[src/rtl/core/deq_pkg.sv]
package deq_pkg;

    localparam int FUNC_W   = 3;
    localparam int STATUS_W = 2;

    typedef enum logic [FUNC_W-1:0] {
        FN_PUSH_BACK  = 3'd0,
        FN_PUSH_FRONT = 3'd1,
        FN_POP_FRONT  = 3'd2,
        FN_POP_BACK   = 3'd3,
        FN_CLEAR      = 3'd4
    } func_t;

    typedef enum logic [STATUS_W-1:0] {
        STS_OK    = 2'd0,
        STS_EMPTY = 2'd1,
        STS_FULL  = 2'd2
    } status_t;

    typedef enum logic [3:0] {
        S_IDLE = 4'b0001,
        S_EXEC = 4'b0010,
        S_READ = 4'b0100,
        S_RESP = 4'b1000
    } state_t;

    // Commands from the controller to the datapath.
    typedef struct packed {
        logic load;
        logic exec;
        logic read;
        logic resp;
    } dp_cmd_t;

endpackage

[src/rtl/core/deq_ctrl.sv]
module deq_ctrl
    import deq_pkg::*;
(
    input  logic    clk,
    input  logic    rst_n,
    input  logic    start,
    output logic    busy,
    output dp_cmd_t cmd
);

    state_t state_reg;
    state_t state_next;
    logic   accept;

    assign busy   = !((state_reg == S_IDLE) || (state_reg == S_RESP));
    assign accept = start && !busy;

    always_comb
    begin
        unique case (state_reg)
            S_IDLE:  state_next = accept ? S_EXEC : S_IDLE;
            S_EXEC:  state_next = S_READ;
            S_READ:  state_next = S_RESP;
            S_RESP:  state_next = accept ? S_EXEC : S_IDLE;
            default: state_next = S_IDLE;
        endcase
    end

    always_ff @(posedge clk or negedge rst_n)
    begin
        if (!rst_n)
        begin
            state_reg <= S_IDLE;
        end
        else
        begin
            state_reg <= state_next;
        end
    end

    assign cmd.load = accept;
    assign cmd.exec = (state_reg == S_EXEC);
    assign cmd.read = (state_reg == S_READ);
    assign cmd.resp = (state_reg == S_RESP);

endmodule

[src/rtl/core/deq_dpath.sv]
module deq_dpath
    import deq_pkg::*;
#(
    parameter int DEPTH      = 16,
    parameter int DATA_WIDTH = 8
)
(
    input  logic                          clk,
    input  logic                          rst_n,
    input  dp_cmd_t                       cmd,
    input  logic [FUNC_W-1:0]             func,
    input  logic [DATA_WIDTH-1:0]         value,
    output logic [STATUS_W-1:0]           status,
    output logic                          front_valid,
    output logic [DATA_WIDTH-1:0]         front_value,
    output logic                          back_valid,
    output logic [DATA_WIDTH-1:0]         back_value,
    output logic [$clog2(DEPTH+1)-1:0]    count
);

    localparam int AW = $clog2(DEPTH);
    localparam int CW = $clog2(DEPTH + 1);
    localparam logic [AW-1:0] LAST_IDX = AW'(DEPTH - 1);
    localparam logic [CW-1:0] FULL_CNT = CW'(DEPTH);

    function automatic logic [AW-1:0] step_up(input logic [AW-1:0] i);
        return (i == LAST_IDX) ? '0 : i + AW'(1);
    endfunction

    function automatic logic [AW-1:0] step_down(input logic [AW-1:0] i);
        return (i == '0) ? LAST_IDX : i - AW'(1);
    endfunction

    logic [DATA_WIDTH-1:0] mem [DEPTH];

    logic [FUNC_W-1:0]     func_reg;
    logic [DATA_WIDTH-1:0] value_reg;
    logic [AW-1:0]         front_idx_reg, front_idx_next;
    logic [AW-1:0]         back_idx_reg,  back_idx_next;
    logic [CW-1:0]         count_reg,     count_next;
    logic [STATUS_W-1:0]   status_reg,    status_next;
    logic [DATA_WIDTH-1:0] front_rd_reg;
    logic [DATA_WIDTH-1:0] back_rd_reg;

    logic                  mem_we;
    logic [AW-1:0]         mem_waddr;
    logic                  full;
    logic                  empty;

    assign full  = (count_reg == FULL_CNT);
    assign empty = (count_reg == '0);

    always_ff @(posedge clk)
    begin
        if (cmd.load)
        begin
            func_reg  <= func;
            value_reg <= value;
        end
    end

    always_comb
    begin
        front_idx_next = front_idx_reg;
        back_idx_next  = back_idx_reg;
        count_next     = count_reg;
        status_next    = STS_OK;
        mem_we         = 1'b0;
        mem_waddr      = back_idx_reg;
        unique case (func_reg)
            FN_PUSH_BACK:
            begin
                if (full)
                begin
                    status_next = STS_FULL;
                end
                else
                begin
                    mem_we        = 1'b1;
                    mem_waddr     = back_idx_reg;
                    back_idx_next = step_up(back_idx_reg);
                    count_next    = count_reg + CW'(1);
                end
            end
            FN_PUSH_FRONT:
            begin
                if (full)
                begin
                    status_next = STS_FULL;
                end
                else
                begin
                    mem_we         = 1'b1;
                    mem_waddr      = step_down(front_idx_reg);
                    front_idx_next = step_down(front_idx_reg);
                    count_next     = count_reg + CW'(1);
                end
            end
            FN_POP_FRONT:
            begin
                if (empty)
                begin
                    status_next = STS_EMPTY;
                end
                else
                begin
                    front_idx_next = step_up(front_idx_reg);
                    count_next     = count_reg - CW'(1);
                end
            end
            FN_POP_BACK:
            begin
                if (empty)
                begin
                    status_next = STS_EMPTY;
                end
                else
                begin
                    back_idx_next = step_down(back_idx_reg);
                    count_next    = count_reg - CW'(1);
                end
            end
            FN_CLEAR:
            begin
                front_idx_next = '0;
                back_idx_next  = '0;
                count_next     = '0;
            end
            default:
            begin
                // Unused codes leave the queue as it is.
                status_next = STS_OK;
            end
        endcase
    end

    always_ff @(posedge clk or negedge rst_n)
    begin
        if (!rst_n)
        begin
            front_idx_reg <= '0;
            back_idx_reg  <= '0;
            count_reg     <= '0;
            status_reg    <= STS_OK;
        end
        else if (cmd.exec)
        begin
            front_idx_reg <= front_idx_next;
            back_idx_reg  <= back_idx_next;
            count_reg     <= count_next;
            status_reg    <= status_next;
        end
    end

    // The store is written during the execute cycle and read in the following cycle
    // with the updated pointers, so no bypass is needed.
    always_ff @(posedge clk)
    begin
        if (cmd.exec && mem_we)
        begin
            mem[mem_waddr] <= value_reg;
        end
        if (cmd.read)
        begin
            front_rd_reg <= mem[front_idx_reg];
            back_rd_reg  <= mem[step_down(back_idx_reg)];
        end
    end

    assign status      = cmd.resp ? status_reg : STS_OK;
    assign front_valid = cmd.resp && !empty;
    assign back_valid  = cmd.resp && !empty;
    assign front_value = (cmd.resp && !empty) ? front_rd_reg : '0;
    assign back_value  = (cmd.resp && !empty) ? back_rd_reg : '0;
    assign count       = cmd.resp ? count_reg : '0;

endmodule

[src/rtl/core/double_ended_queue.sv]
// Channel  | Direction | Handshake          | Fields
// ---------+-----------+--------------------+--------------------------------------------
// command  | in        | start, busy        | func, value
// result   | out       | done (one cycle)   | status, front_valid, front_value,
//          |           |                    | back_valid, back_value, count
//
// Each word passes through execute (pointer update and store write), store read,
// and the result cycle with done high. A new word is taken during the result cycle,
// so a word's execute can follow straight on the result cycle of the one before.
// Reset clears the pointers and the count; the element store is not cleared.
// The receiver cannot stall: each result is shown for exactly one cycle.
module double_ended_queue
    import deq_pkg::*;
#(
    parameter int DEPTH      = 16,
    parameter int DATA_WIDTH = 8
)
(
    input  logic                       clk,
    input  logic                       rst_n,
    input  logic                       start,
    output logic                       busy,
    input  logic [FUNC_W-1:0]          func,
    input  logic [DATA_WIDTH-1:0]      value,
    output logic                       done,
    output logic [STATUS_W-1:0]        status,
    output logic                       front_valid,
    output logic [DATA_WIDTH-1:0]      front_value,
    output logic                       back_valid,
    output logic [DATA_WIDTH-1:0]      back_value,
    output logic [$clog2(DEPTH+1)-1:0] count
);

    dp_cmd_t cmd;

    deq_ctrl u_ctrl (
        .clk   (clk),
        .rst_n (rst_n),
        .start (start),
        .busy  (busy),
        .cmd   (cmd)
    );

    deq_dpath #(
        .DEPTH      (DEPTH),
        .DATA_WIDTH (DATA_WIDTH)
    ) u_dpath (
        .clk         (clk),
        .rst_n       (rst_n),
        .cmd         (cmd),
        .func        (func),
        .value       (value),
        .status      (status),
        .front_valid (front_valid),
        .front_value (front_value),
        .back_valid  (back_valid),
        .back_value  (back_value),
        .count       (count)
    );

    assign done = cmd.resp;

endmodule

[config.mk]
export PLATFORM = sky130hd
export DESIGN_NAME = double_ended_queue
export DESIGN_NICKNAME = d
export VERILOG_FILES = /design/src/rtl/core/deq_pkg.sv /design/src/rtl/core/deq_ctrl.sv /design/src/rtl/core/deq_dpath.sv /design/src/rtl/core/double_ended_queue.sv
export SDC_FILE = /design/constraint.sdc
export NUM_CORES = 1
export LEC_CHECK = 0
export ABC_AREA = 0
export BUFFER_PORTS_ARGS = -buffer_cell sky130_fd_sc_hd__buf_4
export CAP_MARGIN = 20
export CORE_MARGIN = 2
export CORE_UTILIZATION = 40
export DETAILED_ROUTE_END_ITERATION = 12
export PLACE_DENSITY_LB_ADDON = 0.2
export SLEW_MARGIN = 20
export SYNTH_ARGS = -nofsm -noshare
export SYNTH_HDL_FRONTEND = slang
export SYNTH_SLANG_ARGS = --single-unit
[constraint.sdc]
create_clock -name clk -period 4.9 [get_ports clk]
set_clock_uncertainty 0.2 [all_clocks]
set_input_delay 0.49 -clock clk [delete_from_list [all_inputs] [get_ports clk]]
set_output_delay 0.49 -clock clk [all_outputs]
set_load 0.05 [all_outputs]
# [Word level (Yosys, flattened, before mapping)]
# Memories as Yosys holds them, arrays and structs flattened. A register that Yosys moved wholly into a read port is not among the register bits.
# Cells that the tools add are included.
[word_totals] regBits=30 mem_bits_rw=128 inputBits=14 mem_count=1
[classes] addsub=6 n_eq_ne=17 muxes=28 reduce_logical=19
[mem_list] memory="u_dpath.mem" words=16 word_bits=8 read_ports=2 rd_clocked_by_memory_dff=2 write_ports=1 line_no="deq_dpath.sv:34" source="logic [DATA_WIDTH-1:0] mem [DEPTH];"
[op_table] operator="4-bit two-way mux" count=10
[op_table] operator="4-bit one-hot mux with 3 select lines" count=3
[op_table] operator="8-bit two-way mux" count=2
[op_table] operator="5-bit two-way mux" count=3
[op_table] operator="5-bit one-hot mux with 3 select lines" count=1
[op_table] operator="4-bit == test (second input constant)" count=3
[op_table] operator="2-bit inequality test (second input constant)" count=6
[op_table] operator="4-bit AND reduction" count=3
[op_table] operator="3-bit nonzero test" count=3
[op_table] operator="4-bit by 1-bit adder with 4-bit output (second input constant)" count=2
[op_table] operator="4-bit zero test" count=2
[op_table] operator="4-bit by 1-bit subtractor with 4-bit output (second input constant)" count=2
[op_table] operator="3-bit by 2-bit == test with 1-bit output (second input constant)" count=2
[op_table] operator="2-bit two-way mux" count=3
[op_table] operator="2-bit OR reduction" count=3
[op_table] operator="5-bit by 1-bit adder with 5-bit output (second input constant)" count=1
[op_table] operator="5-bit == test (second input constant)" count=1
[op_table] operator="5-bit zero test" count=1
[op_table] operator="1-bit two-way mux" count=5
[op_table] operator="5-bit by 1-bit subtractor with 5-bit output (second input constant)" count=1
[op_table] operator="4-bit by 1-bit == test with 1-bit output (second input constant)" count=1
[op_table] operator="4-bit by 2-bit == test with 1-bit output (second input constant)" count=1
[op_table] operator="4-bit by 3-bit == test with 1-bit output (second input constant)" count=1
[op_table] operator="2-bit one-hot mux with 2 select lines" count=1
[op_table] operator="6 further kinds" count=9

# [Longest topological paths before layout]
# Gate-level depths: netlist (run 1).
[depth] word_depth=6 ltp_mapped=11 mapped_depth_nobuf=7

# [By module]
# From an unflattened synthesis (run 1), not the netlist that was laid out.
[unflattened] cells_unflattened=714 area_unflattened_um2=8907.3
[by_module_without_submodules] mod="deq_dpath" n_inst=1 cells_per_inst=691 area_each_um2=8660.8
[by_module_without_submodules] mod="deq_ctrl" n_inst=1 cells_per_inst=23 area_each_um2=246.5

# [Worst setup path before layout (run 1)]
# No wires, ideal clock.
[synth_timing] kind="register to register" start="register u_dpath.front_idx_reg[0]" end="memory u_dpath.mem[13][0] (enable)" setup_ps=383 arrival_ps=2818 t_required_ps=4317 setup_slack_ps=1499 path_stages_with_launch=10 cell_sequence="dfrtp_1 buf_2 buf_2 buf_2 inv_1 ha_1 or3b_2 a31oi_1 nand3_1 nor3_1"
[synth_between] elab_chain_cells=4 word_cells_on_any_way=5 cone_classes="add/sub: 1; mux: 3; reduce/logical: 1"
[synth_rtl] item="start, declared" line_no="deq_dpath.sv:38" source="logic [AW-1:0] front_idx_reg, front_idx_next;"
[synth_rtl] item="start signal, assigned" line_no="deq_dpath.sv:148" source="front_idx_reg <= front_idx_next;"
[synth_rtl] item="4-bit by 1-bit subtractor with 4-bit output / 4-bit zero test (equally long branches)" line_no="deq_dpath.sv:31" source="return (i == '0) ? LAST_IDX : i - AW'(1);"
[synth_rtl] item="4-bit two-way mux (*)" line_no="deq_dpath.sv:31"
[synth_rtl] item="4-bit two-way mux (*)" line_no="deq_dpath.sv:87" source="if (full)"
[synth_rtl] item="4-bit two-way mux (*)"
[synth_rtl] item="end, declared" line_no="deq_dpath.sv:34"
# Every way passes the cells marked *; elsewhere a longest branch is shown, timed or not.

# [Worst setup path in the final report (run 1)]
[layout_timing] start="register u_dpath.front_idx_reg[0]" end="memory u_dpath.mem[0][5] (enable)"
# Same word-level chain as after synthesis.

==> flow_metrics.py, run 1 <==
metrics = {
    "yosys": {
        "synth_cell_types": 78,
        "syn_area_mm2": 0.00874,
        "synth-edff-count": 155,
        "ys_seq_area_share_pct": 58.7,
        "synth_top_area_share_pct": 53.3,
        "synthXorXnorAreaFrac_pct": 0.802,
        "synth_nets": 655,
        "synthTopCellsByArea": "edfxtp_1 (53%), mux4_2 (6.7%), mux2i_1 (5.4%)",
        "ys_warn_count": 0,
        "synthCells": 633,
        "synth_largest_area_cell": "edfxtp_1",
        "syn_area_per_cell_um2": 13.8,
        "synth-seq-cells": 174,
        "synth_flop_cell": "edfxtp_1",
        "synth-simple-area-share_pct": 9.37,
        "synth_compound_area_share_pct": 12.9,
        "muxShareOfSynthArea_pct": 13.3,
        "synth_top_family_by_area": "multiplexers",
        "async_flop_share_pct": 10.9,
        "synthAdderAreaFrac_pct": 1.23,
    },
    "cts": {
        "hold_buffers": 1,
        "clock-root-buffer": "clkbuf_16",
        "cts-resized-gates": 0,
        "cts_max_path_buffers": 2,
        "cts_made_buffers": 17,
        "cts_tree": "built",
        "cts_max_level": 4,
        "clock_sinks": 174,
        "insertion_delay_ns": 0.44,
        "cts_setup_buffers": 0,
        "clk_pin_slew_ns": 0.07,
    },
    "setup_path": {
        "end_kind": "flip-flop",
        "max_stage_delay_ns": 0.76,
        "arrival_ns": 3.27,
        "path_class": "flip-flop to flip-flop",
        "worstPathRequired_ns": 4.77,
        "cp-start-kind": "flip-flop",
        "r2r-end": "u_dpath.mem[0][5]",
        "worstRegToRegCells": 5,
        "crit_slowest_cell": "nor2_1",
        "r2r_slack_ns": 1.50,
        "r2r-start": "u_dpath.front_idx_reg[0]",
        "crit_path_frequent_cell": "a31oi_1",
        "crit_fanout": 54,
        "cp_cell_sequence": "buf_4, o21bai_1, a31oi_1, a31oi_1, nor2_1",
    },
    "global_routing": {
        "grtUsageMet1_pct": 30.9,
        "antenna_found_initial": 0,
        "busiest_layer": "met2",
        "grt_pass1_vias": 5718,
        "grt_pass1_wl_mm": 36.3,
        "grt_max_degree": 55,
        "use_met2_pct": 33.0,
        "met3_usage_pct": 6.80,
        "gr-total-overflow": 0,
        "track_usage_pct": 22.3,
    },
    "sta": {
        "max_slew_margin_pct": 29.5,
        "finalHoldViolCount": 0,
        "finalSetupViolCount": 0,
        "finalSetupTns_ns": 0,
        "rsz0062_at_grt": "no",
        "finalMaxSlewViolations": 0,
        "fin_crit_sh_pct": 69.4,
        "tightest_slew_ns": 1.05,
        "fin_crit_ns": 3.40,
        "fmax_mhz": 294,
    },
    "route": {
        "drtPass1Iterations": 5,
        "antenna_left": 0,
        "drt_iter0_drc": 694,
        "vias": 5944,
        "wl_per_cell_um": 25.2,
        "drc": 0,
        "finalWirelength_mm": 24.3,
        "vias_per_cell": 6.18,
    },
    "die": {
        "io_pins": 41,
        "initial_utilization_pct": 40.4,
        "coreArea_mm2": 0.0216,
        "die_y_um": 152,
        "die_w_um": 152,
        "dieArea_mm2": 0.0230,
        "rows": 54,
    },
    "cells_and_area": {
        "largest_reg_flops": 128,
        "instances_no_fill": 962,
        "final_cell_mix": "edfxtp_1 (155), buf_4 (55), mux2i_1 (47)",
        "diodes": 0,
        "drive_above_1_share_pct": 21.1,
        "finish.utilization_pct": 45.6,
        "top_register": "u_dpath.mem",
        "area_delta_synth_final_pct": 12.9,
        "nNetsFinal": 691,
        "final_common_cell": "edfxtp_1",
        "fillCellCount": 1961,
    },
    "worst_hold_path": {
        "min-delay-start": "func[2]",
        "whs_endpoint": "u_dpath.func_reg[2]",
        "hold_class": "input port to flip-flop",
        "hold_depth": 1,
    },
    "power_and_ir_drop": {
        "vdd_drop_max_mv": 0.320,
        "p_per_area_mw_per_mm2": 643,
        "p_leak_nw": 3.48,
    },
    "placed_design": {
        "post-place-cells": 929,
        "port_buffers": 40,
        "gp_congestion": 0.949,
        "dp_hpwl_mm": 16.9,
    },
    "status": {
        "status": "finished, final reports clean",
    },
    "flow_run": {
        "drv_cap": 0,
    },
}
[cells by family after synthesis]
| kind of cell | Yosys count |
|---|---|
| mux | 82 |
| flops | 174 |
| xor+xnor | 8 |
| compound gates | 160 |
| buf+inv | 52 |
| fa+ha+maj | 8 |
| simple gates | 149 |
[metrics by stage]
step           hold WS (ns)  total power [W]  setup slack (ns)  area [um2]
2_1_floorplan      -0.00559          0.00408              1.50        8740
3_3_place_gp          0.188          0.00491              1.54        9260
3_5_place_dp          0.190          0.00494              1.54        9260
4_1_cts             0.00491          0.00631              1.52        9870
5_1_grt             0.00126          0.00664              1.24        9870
6_report             0.0220          0.00635              1.50        9870
[where the power goes]
| part | leakage [nW] | switching [W] | internal (W) |
|---|---|---|---|
| registers | 1.64 | 0.000220 | 0.00184 |
| logic | 1.56 | 0.00183 | 0.00109 |
| clock network | 0.283 | 0.000641 | 0.000727 |
[layer usage]
| layer | up-vias | part of all wire [%] |
|---|---|---|
| li1 | 2598 | - |
| met1 | 2978 | 43 |
| met2 | 325 | 45 |
| met3 | 43 | 9.6 |
| met4 | 0 | 3.2 |
| met5 | - | 0 |
[cell usage after synthesis (5+ instances only)]
cell / count
edfxtp_1: 155
mux2i_1: 47
nor2_1: 36
nand2_1: 35
a21oi_1: 34
o21ai_0: 30
mux4_2: 26
and3_1: 23
a221oi_1: 19
dfrtp_1: 18
a22oi_1: 14
buf_2: 13
clkbuf_1: 13
and2_1: 12
a211oi_1: 11
inv_1: 10
nand3_1: 9
mux2_2: 8
a31oi_1: 7
buf_6: 7
ha_1: 7
nor3_1: 6
o221ai_1: 5
[area by class of cell]
type,instances,area [um2],share of cell area [%]
Clock buffer,17,425,4.31
Clock inverter,15,174,1.76
Inverter,13,61.3,0.621
Multi-Input combinational cell,407,3300,33.4
Sequential cell,174,5130,52.0
Tap cell,280,350,3.55
Timing Repair Buffer,56,423,4.29
[worst max path at each step]
stage,start,endpoint,slack (ns),depth (start not counted)
after floorplan,u_dpath.front_idx_reg[0],u_dpath.mem[13][0],1.50,9
after global placement,u_dpath.front_idx_reg[0],u_dpath.mem[6][3],1.54,6
after detailed placement,u_dpath.front_idx_reg[0],u_dpath.mem[10][5],1.54,5
after CTS,u_dpath.front_idx_reg[0],u_dpath.mem[10][3],1.52,5
after global routing,u_dpath.front_idx_reg[0],u_dpath.mem[0][1],1.24,5
final,u_dpath.front_idx_reg[0],u_dpath.mem[0][5],1.50,5
[worst max-delay path, delay by kind of cell (launching register included)]
| kind | cells | cell delay, ns |
|---|---|---|
| AOI/OAI and AO/OA | 3 | 0.98 |
| and+or+nand+nor | 1 | 0.76 |
| buffers and inverters | 1 | 0.72 |
| DFF | 1 | 0.35 |
Note: power is estimated with default switching activity, not from simulation.
==> inputs of run 2 (changes only) <==
--- a/config.mk
+++ b/config.mk
@@ -5,7 +5,7 @@
 export SDC_FILE = /design/constraint.sdc
 export NUM_CORES = 1
 export LEC_CHECK = 0
-export ABC_AREA = 0
+export ABC_AREA = 1
 export BUFFER_PORTS_ARGS = -buffer_cell sky130_fd_sc_hd__buf_4
 export CAP_MARGIN = 20
 export CORE_MARGIN = 2
==> constraint.sdc (replaced) <==
create_clock -name clk -period 3 [get_ports clk]
set_clock_uncertainty 0.2 [all_clocks]
set_input_delay 0.3 -clock clk [delete_from_list [all_inputs] [get_ports clk]]
set_output_delay 0.3 -clock clk [all_outputs]
set_load 0.05 [all_outputs]
==> flow_metrics.py, run 2 <==
metrics = {
    "sta": {
        "max_slew_margin_pct": 41.9,
        "finalSetupViolCount": 0,
        "tightest_slew_ns": 0.871,
        "fmax_mhz": 388,
        "finalHoldViolCount": 0,
        "fin_crit_ns": 2.58,
        "finalSetupTns_ns": 0,
        "fin_crit_sh_pct": 86.0,
        "rsz0062_at_grt": "no",
        "finalMaxSlewViolations": 0,
    },
    "route": {
        "drc": 0,
        "wl_per_cell_um": 19.1,
        "vias": 7438,
        "vias_per_cell": 5.40,
        "drt_iter0_drc": 862,
        "antenna_left": 0,
        "drtPass1Iterations": 6,
        "finalWirelength_mm": 26.3,
    },
    "setup_path": {
        "crit_path_end": "front_valid",
        "worstRegToRegCells": 8,
        "crit_fanout": 17,
        "worstPathRequired_ns": 2.50,
        "r2r-end": "u_dpath.mem[8][5]",
        "r2r-start": "u_dpath.count_reg[1]",
        "cp-start-kind": "flip-flop",
        "path_class": "flip-flop to primary output",
        "arrival_ns": 2.08,
        "r2r_slack_ns": 0.47,
        "end_kind": "primary output",
        "startpoint": "u_ctrl.state_reg[0]",
    },
    "cts": {
        "cts_setup_buffers": 0,
        "cts_made_buffers": 17,
        "hold_buffers": 12,
        "clock_sinks": 174,
        "cts_tree": "built",
        "clk_pin_slew_ns": 0.07,
        "cts_max_level": 4,
        "clock-root-buffer": "clkbuf_16",
        "cts-resized-gates": 0,
        "insertion_delay_ns": 0.43,
        "cts_max_path_buffers": 2,
    },
    "yosys": {
        "synth_nets": 1052,
        "synthCells": 1030,
        "synth_cell_types": 36,
        "synth-edff-count": 155,
        "ys_seq_area_share_pct": 55.9,
        "synth-seq-cells": 174,
        "synthTopCellsByArea": "edfxtp_1 (51%), nand3_1 (10%), nand2_1 (9.1%)",
        "synth.top_cells.by_count": "nand2_1 (222), nand3_1 (183), edfxtp_1 (155)",
        "synth_top_area_share_pct": 50.7,
        "synth_largest_area_cell": "edfxtp_1",
        "syn_area_per_cell_um2": 8.91,
        "ys_warn_count": 0,
        "syn_area_mm2": 0.00918,
        "yosysMostFrequentCell": "nand2_1",
        "synth_flop_cell": "edfxtp_1",
        "async_flop_share_pct": 10.9,
    },
    "die": {
        "io_pins": 41,
        "rows": 55,
        "initial_utilization_pct": 40.7,
        "die_w_um": 155,
        "coreArea_mm2": 0.0226,
        "dieArea_mm2": 0.0242,
        "die_y_um": 155,
    },
    "cells_and_area": {
        "diodes": 0,
        "nNetsFinal": 1102,
        "final_common_cell": "nand2_1",
        "area_delta_synth_final_pct": 14.1,
        "fillCellCount": 2139,
        "finish.utilization_pct": 46.4,
        "drive_above_1_share_pct": 11.7,
        "largest_reg_flops": 128,
        "final_cell_mix": "nand2_1 (222), nand3_1 (183), edfxtp_1 (155)",
        "top_register": "u_dpath.mem",
    },
    "placed_design": {
        "port_buffers": 40,
        "dp_hpwl_mm": 17.8,
        "gp_congestion": 0.881,
    },
    "power_and_ir_drop": {
        "p_leak_nw": 4.52,
        "p_per_area_mw_per_mm2": 960,
        "vdd_drop_max_mv": 0.464,
    },
    "global_routing": {
        "track_usage_pct": 22.4,
        "grt_pass1_vias": 7046,
        "antenna_found_initial": 0,
        "grt_pass1_wl_mm": 40.4,
        "gr-total-overflow": 0,
        "grt_max_degree": 113,
    },
    "status": {
        "status": "finished, final reports clean",
    },
    "flow_run": {
        "drv_cap": 0,
    },
    "worst_hold_path": {
        "hold_class": "input port to async pin",
    },
}
-- run 2: cell types whose count changed after synthesis, sizes merged, moves of 19 or more --
cell	delta
a221oi	-19
nor2	+34
nand2	+190
nand3	+175
o211ai	+32
inv	+149
o21ai	+24
and3	-23
mux4	-26
mux2i	-48
-- run 2: power by group --
group          total [W]  switching (W)  internal, W
registers        0.00331       0.000308      0.00301
logic            0.00465        0.00326      0.00138
clock network    0.00209       0.000943      0.00115
total             0.0101        0.00451      0.00554
-- run 2: worst max-delay path: stages (launching register included) --
cell	delay (ns)
dfstp_2	0.57
nor2_1	0.05
nand3_1	0.23
inv_1	0.10
nand2_1	0.37
inv_1	0.12
buf_4	0.21
-- run 2: cells by family after synthesis --
group	Yosys count	synth area share [%]
AOI/OAI and AO/OA	128	8.12
xor gates and xnor gates	5	0.559
adders and majority gates	8	1.17
buffers and inverters	214	10.1
DFF	174	55.9
and+or+nand+nor	501	24.1
-- run 2: how the worst min path moves through the flow --
stage	start	slack, ns	end	depth (start not counted)
detailed placement	rst_n	0.003	u_dpath.count_reg[2]	1
global route	rst_n	0.1	u_dpath.count_reg[2]	2
finish	rst_n	0.09	u_dpath.count_reg[2]	2
global placement	rst_n	0.004	u_dpath.count_reg[2]	1
CTS	rst_n	0.08	u_dpath.count_reg[3]	2
floorplan	rst_n	-0.20	u_ctrl.state_reg[1]	0
-- run 2: cell type report --
type,instances,area (um2),share of cell area [%]
clock buffers,20,437,4.17
clock inverters,12,110,1.05
inverters,159,597,5.70
multi-input cells,642,3130,29.8
flip-flops and latches,174,5130,49.0
well taps,285,357,3.41
repair buffers,86,713,6.81
-- run 2: metal layers --
metal	wire [um]	track usage, %	part of all wire [%]	vias up
met5	0	0	0	-
met1	11500	30.5	44	3500
met3	1850	4.09	7.0	46
met2	12300	36.1	47	335
li1	-	-	-	3557
met4	677	7.82	2.6	0
-- run 2: per-stage QoR --
step	std cells	hold slack (ns)	power (W)	instance area [um2]	setup WS, ns
final	1378	0.0899	0.0101	10500	0.420
after global routing	1378	0.0985	0.0107	10500	0.185
after CTS	1378	0.0798	0.0100	10500	0.370
after detailed placement	1334	0.00270	0.00793	9810	0.542
after floorplan	1030	-0.196	0.00656	9180	0.222
after global placement	1334	0.00350	0.00791	9810	0.582
==> inputs of run 3 (changes only) <==
--- a/config.mk
+++ b/config.mk
@@ -10,6 +10,7 @@
 export CAP_MARGIN = 20
 export CORE_MARGIN = 2
 export CORE_UTILIZATION = 40
+export CTS_BUF_LIST = sky130_fd_sc_hd__clkbuf_2
 export DETAILED_ROUTE_END_ITERATION = 12
 export PLACE_DENSITY_LB_ADDON = 0.2
 export SLEW_MARGIN = 20
==> flow_metrics.py, run 3 (synthesis gave the netlist of run 2 again) <==
metrics = {
    "cts": {
        "insertion_delay_ns": 0.78,
        "cts_setup_buffers": 0,
        "cts_tree": "built",
        "clock_sinks": 174,
        "cts_made_buffers": 17,
        "clk_pin_slew_ns": 0.27,
        "cts_max_level": 4,
        "cts_max_path_buffers": 2,
        "clock-root-buffer": "clkbuf_2",
    },
    "cells_and_area": {
        "largest_reg_flops": 128,
        "nNetsFinal": 1116,
        "top_register": "u_dpath.mem",
        "drive_above_1_share_pct": 12.1,
        "area_delta_synth_final_pct": 12.0,
        "final_cell_mix": "nand2_1 (221), nand3_1 (182), edfxtp_1 (155)",
        "final_common_cell": "nand2_1",
        "finish.utilization_pct": 45.5,
    },
    "worst_hold_path": {
        "hold_class": "input port to flip-flop",
        "hold_depth": 5,
        "whs_endpoint": "u_ctrl.state_reg[1]",
        "min-delay-start": "start",
    },
    "power_and_ir_drop": {
        "pwr-share-seq_pct": 36.2,
        "p_per_area_mw_per_mm2": 890,
        "intPower_w": 0.00472,
        "combPwrFrac_pct": 51.1,
        "p_leak_nw": 4.45,
        "netSwitchingPower_w": 0.00443,
        "power.share.switching_pct": 48.4,
        "vdd_drop_max_mv": 0.467,
        "p_clk_share_pct": 12.8,
    },
    "die": {
        "die_y_um": 155,
        "dieArea_mm2": 0.0242,
        "die_w_um": 155,
        "rows": 55,
        "coreArea_mm2": 0.0226,
        "initial_utilization_pct": 40.7,
        "io_pins": 41,
    },
    "route": {
        "drc": 0,
        "antenna_left": 0,
        "drtPass1Iterations": 6,
        "vias": 7488,
        "vias_per_cell": 5.38,
        "finalWirelength_mm": 26.4,
        "wl_per_cell_um": 18.9,
        "drt_iter0_drc": 879,
    },
    "setup_path": {
        "end_kind": "primary output",
        "arrival_ns": 2.26,
        "r2r_slack_ns": 0.44,
        "r2r-end": "u_dpath.mem[8][5]",
        "crit_fanout": 17,
        "r2r-start": "u_dpath.front_idx_reg[0]",
        "path_class": "flip-flop to primary output",
        "worstPathRequired_ns": 2.50,
        "startpoint": "u_dpath.count_reg[1]",
        "worstRegToRegCells": 9,
        "cp-start-kind": "flip-flop",
    },
    "sta": {
        "max_slew_margin_pct": 41.0,
        "fin_crit_sh_pct": 92.0,
        "tightest_slew_ns": 0.885,
        "finalSetupTns_ns": 0,
        "finalHoldViolCount": 0,
        "finalSetupViolCount": 0,
        "finalMaxSlewViolations": 0,
        "fmax_mhz": 362,
        "fin_crit_ns": 2.76,
        "rsz0062_at_grt": "no",
    },
    "placed_design": {
        "gp_congestion": 0.881,
        "port_buffers": 40,
        "dp_hpwl_mm": 17.8,
    },
    "global_routing": {
        "gr-total-overflow": 0,
        "grt_pass1_wl_mm": 40.5,
        "antenna_found_initial": 1,
        "track_usage_pct": 22.4,
        "grt_pass1_vias": 7080,
        "grt_max_degree": 113,
    },
    "status": {
        "status": "finished, final reports clean",
    },
    "flow_run": {
        "drv_cap": 0,
    },
}
==> run 3: cell count changes in the layout (fill, tap and decap cells not counted), sizes merged <==
cell and change:
dlygate4sd3 +13, buf +1, diode +1
==> run 3: final cells by class <==
cell class	instances	area [um2]
Fill cell	2177	12300
Sequential cell	174	5130
Multi-Input combinational cell	642	3130
Timing Repair Buffer	100	848
Inverter	159	597
Tap cell	285	357
Clock inverter	12	110
Clock buffer	20	100
Antenna cell	1	2.50
==> run 3: power by group through the flow <==
stage | sequential (W) | clock (W) | combinational (W)
2_1_floorplan | 0.00319 | 0 | 0.00337
5_1_grt | 0.00334 | 0.00128 | 0.00510
4_1_cts | 0.00331 | 0.00121 | 0.00460
3_5_place_dp | 0.00337 | 0 | 0.00456
3_3_place_gp | 0.00337 | 0 | 0.00454
6_report | 0.00331 | 0.00117 | 0.00467
==> run 3: worst max-delay path, cell delays in order, from the launching register on <==
cell	delay, ns
dfrtp_1	0.51
nor2_2	0.18
nand4_1	0.20
nand2_2	0.29
inv_1	0.10
buf_4	0.20
==> run 3: per-layer routing <==
metal  up-vias  share of wire, %  track usage [%]
met1      3536                44             30.7
met5         -                 0                0
li1       3576                 -                -
met2       328                47             36.5
met3        48               6.3             3.76
met4         0               2.5             7.30
==> run 3: what timing repair did <==
action	4_1_cts	5_1_grt
hold buffers	25	1
hold endpoints to repair	43	18
gates resized for setup	1	1
setup endpoints to repair	2	18
==> run 3: per-stage QoR <==
step / power [W] / std cells / instance area, um2 / setup slack, ns / hold slack, ns
final: 0.00915 / 1393 / 10300 / 0.239 / 0.318
after global routing: 0.00973 / 1393 / 10300 / 0.0224 / 0.300
after CTS: 0.00912 / 1391 / 10300 / 0.114 / 0.280
after detailed placement: 0.00793 / 1334 / 9810 / 0.542 / 0.00270
after global placement: 0.00791 / 1334 / 9810 / 0.582 / 0.00350
after floorplan: 0.00656 / 1030 / 9180 / 0.222 / -0.196
==> run 3: worst max-delay path by stage <==
stage	end	slack, ns	depth (start not counted)
6_report	front_valid	0.24	5
5_1_grt	back_value[6]	0.02	6
4_1_cts	front_valid	0.11	6
3_5_place_dp	u_dpath.mem[8][6]	0.54	8
3_3_place_gp	u_dpath.mem[4][5]	0.58	9
2_1_floorplan	u_dpath.back_rd_reg[0]	0.22	1
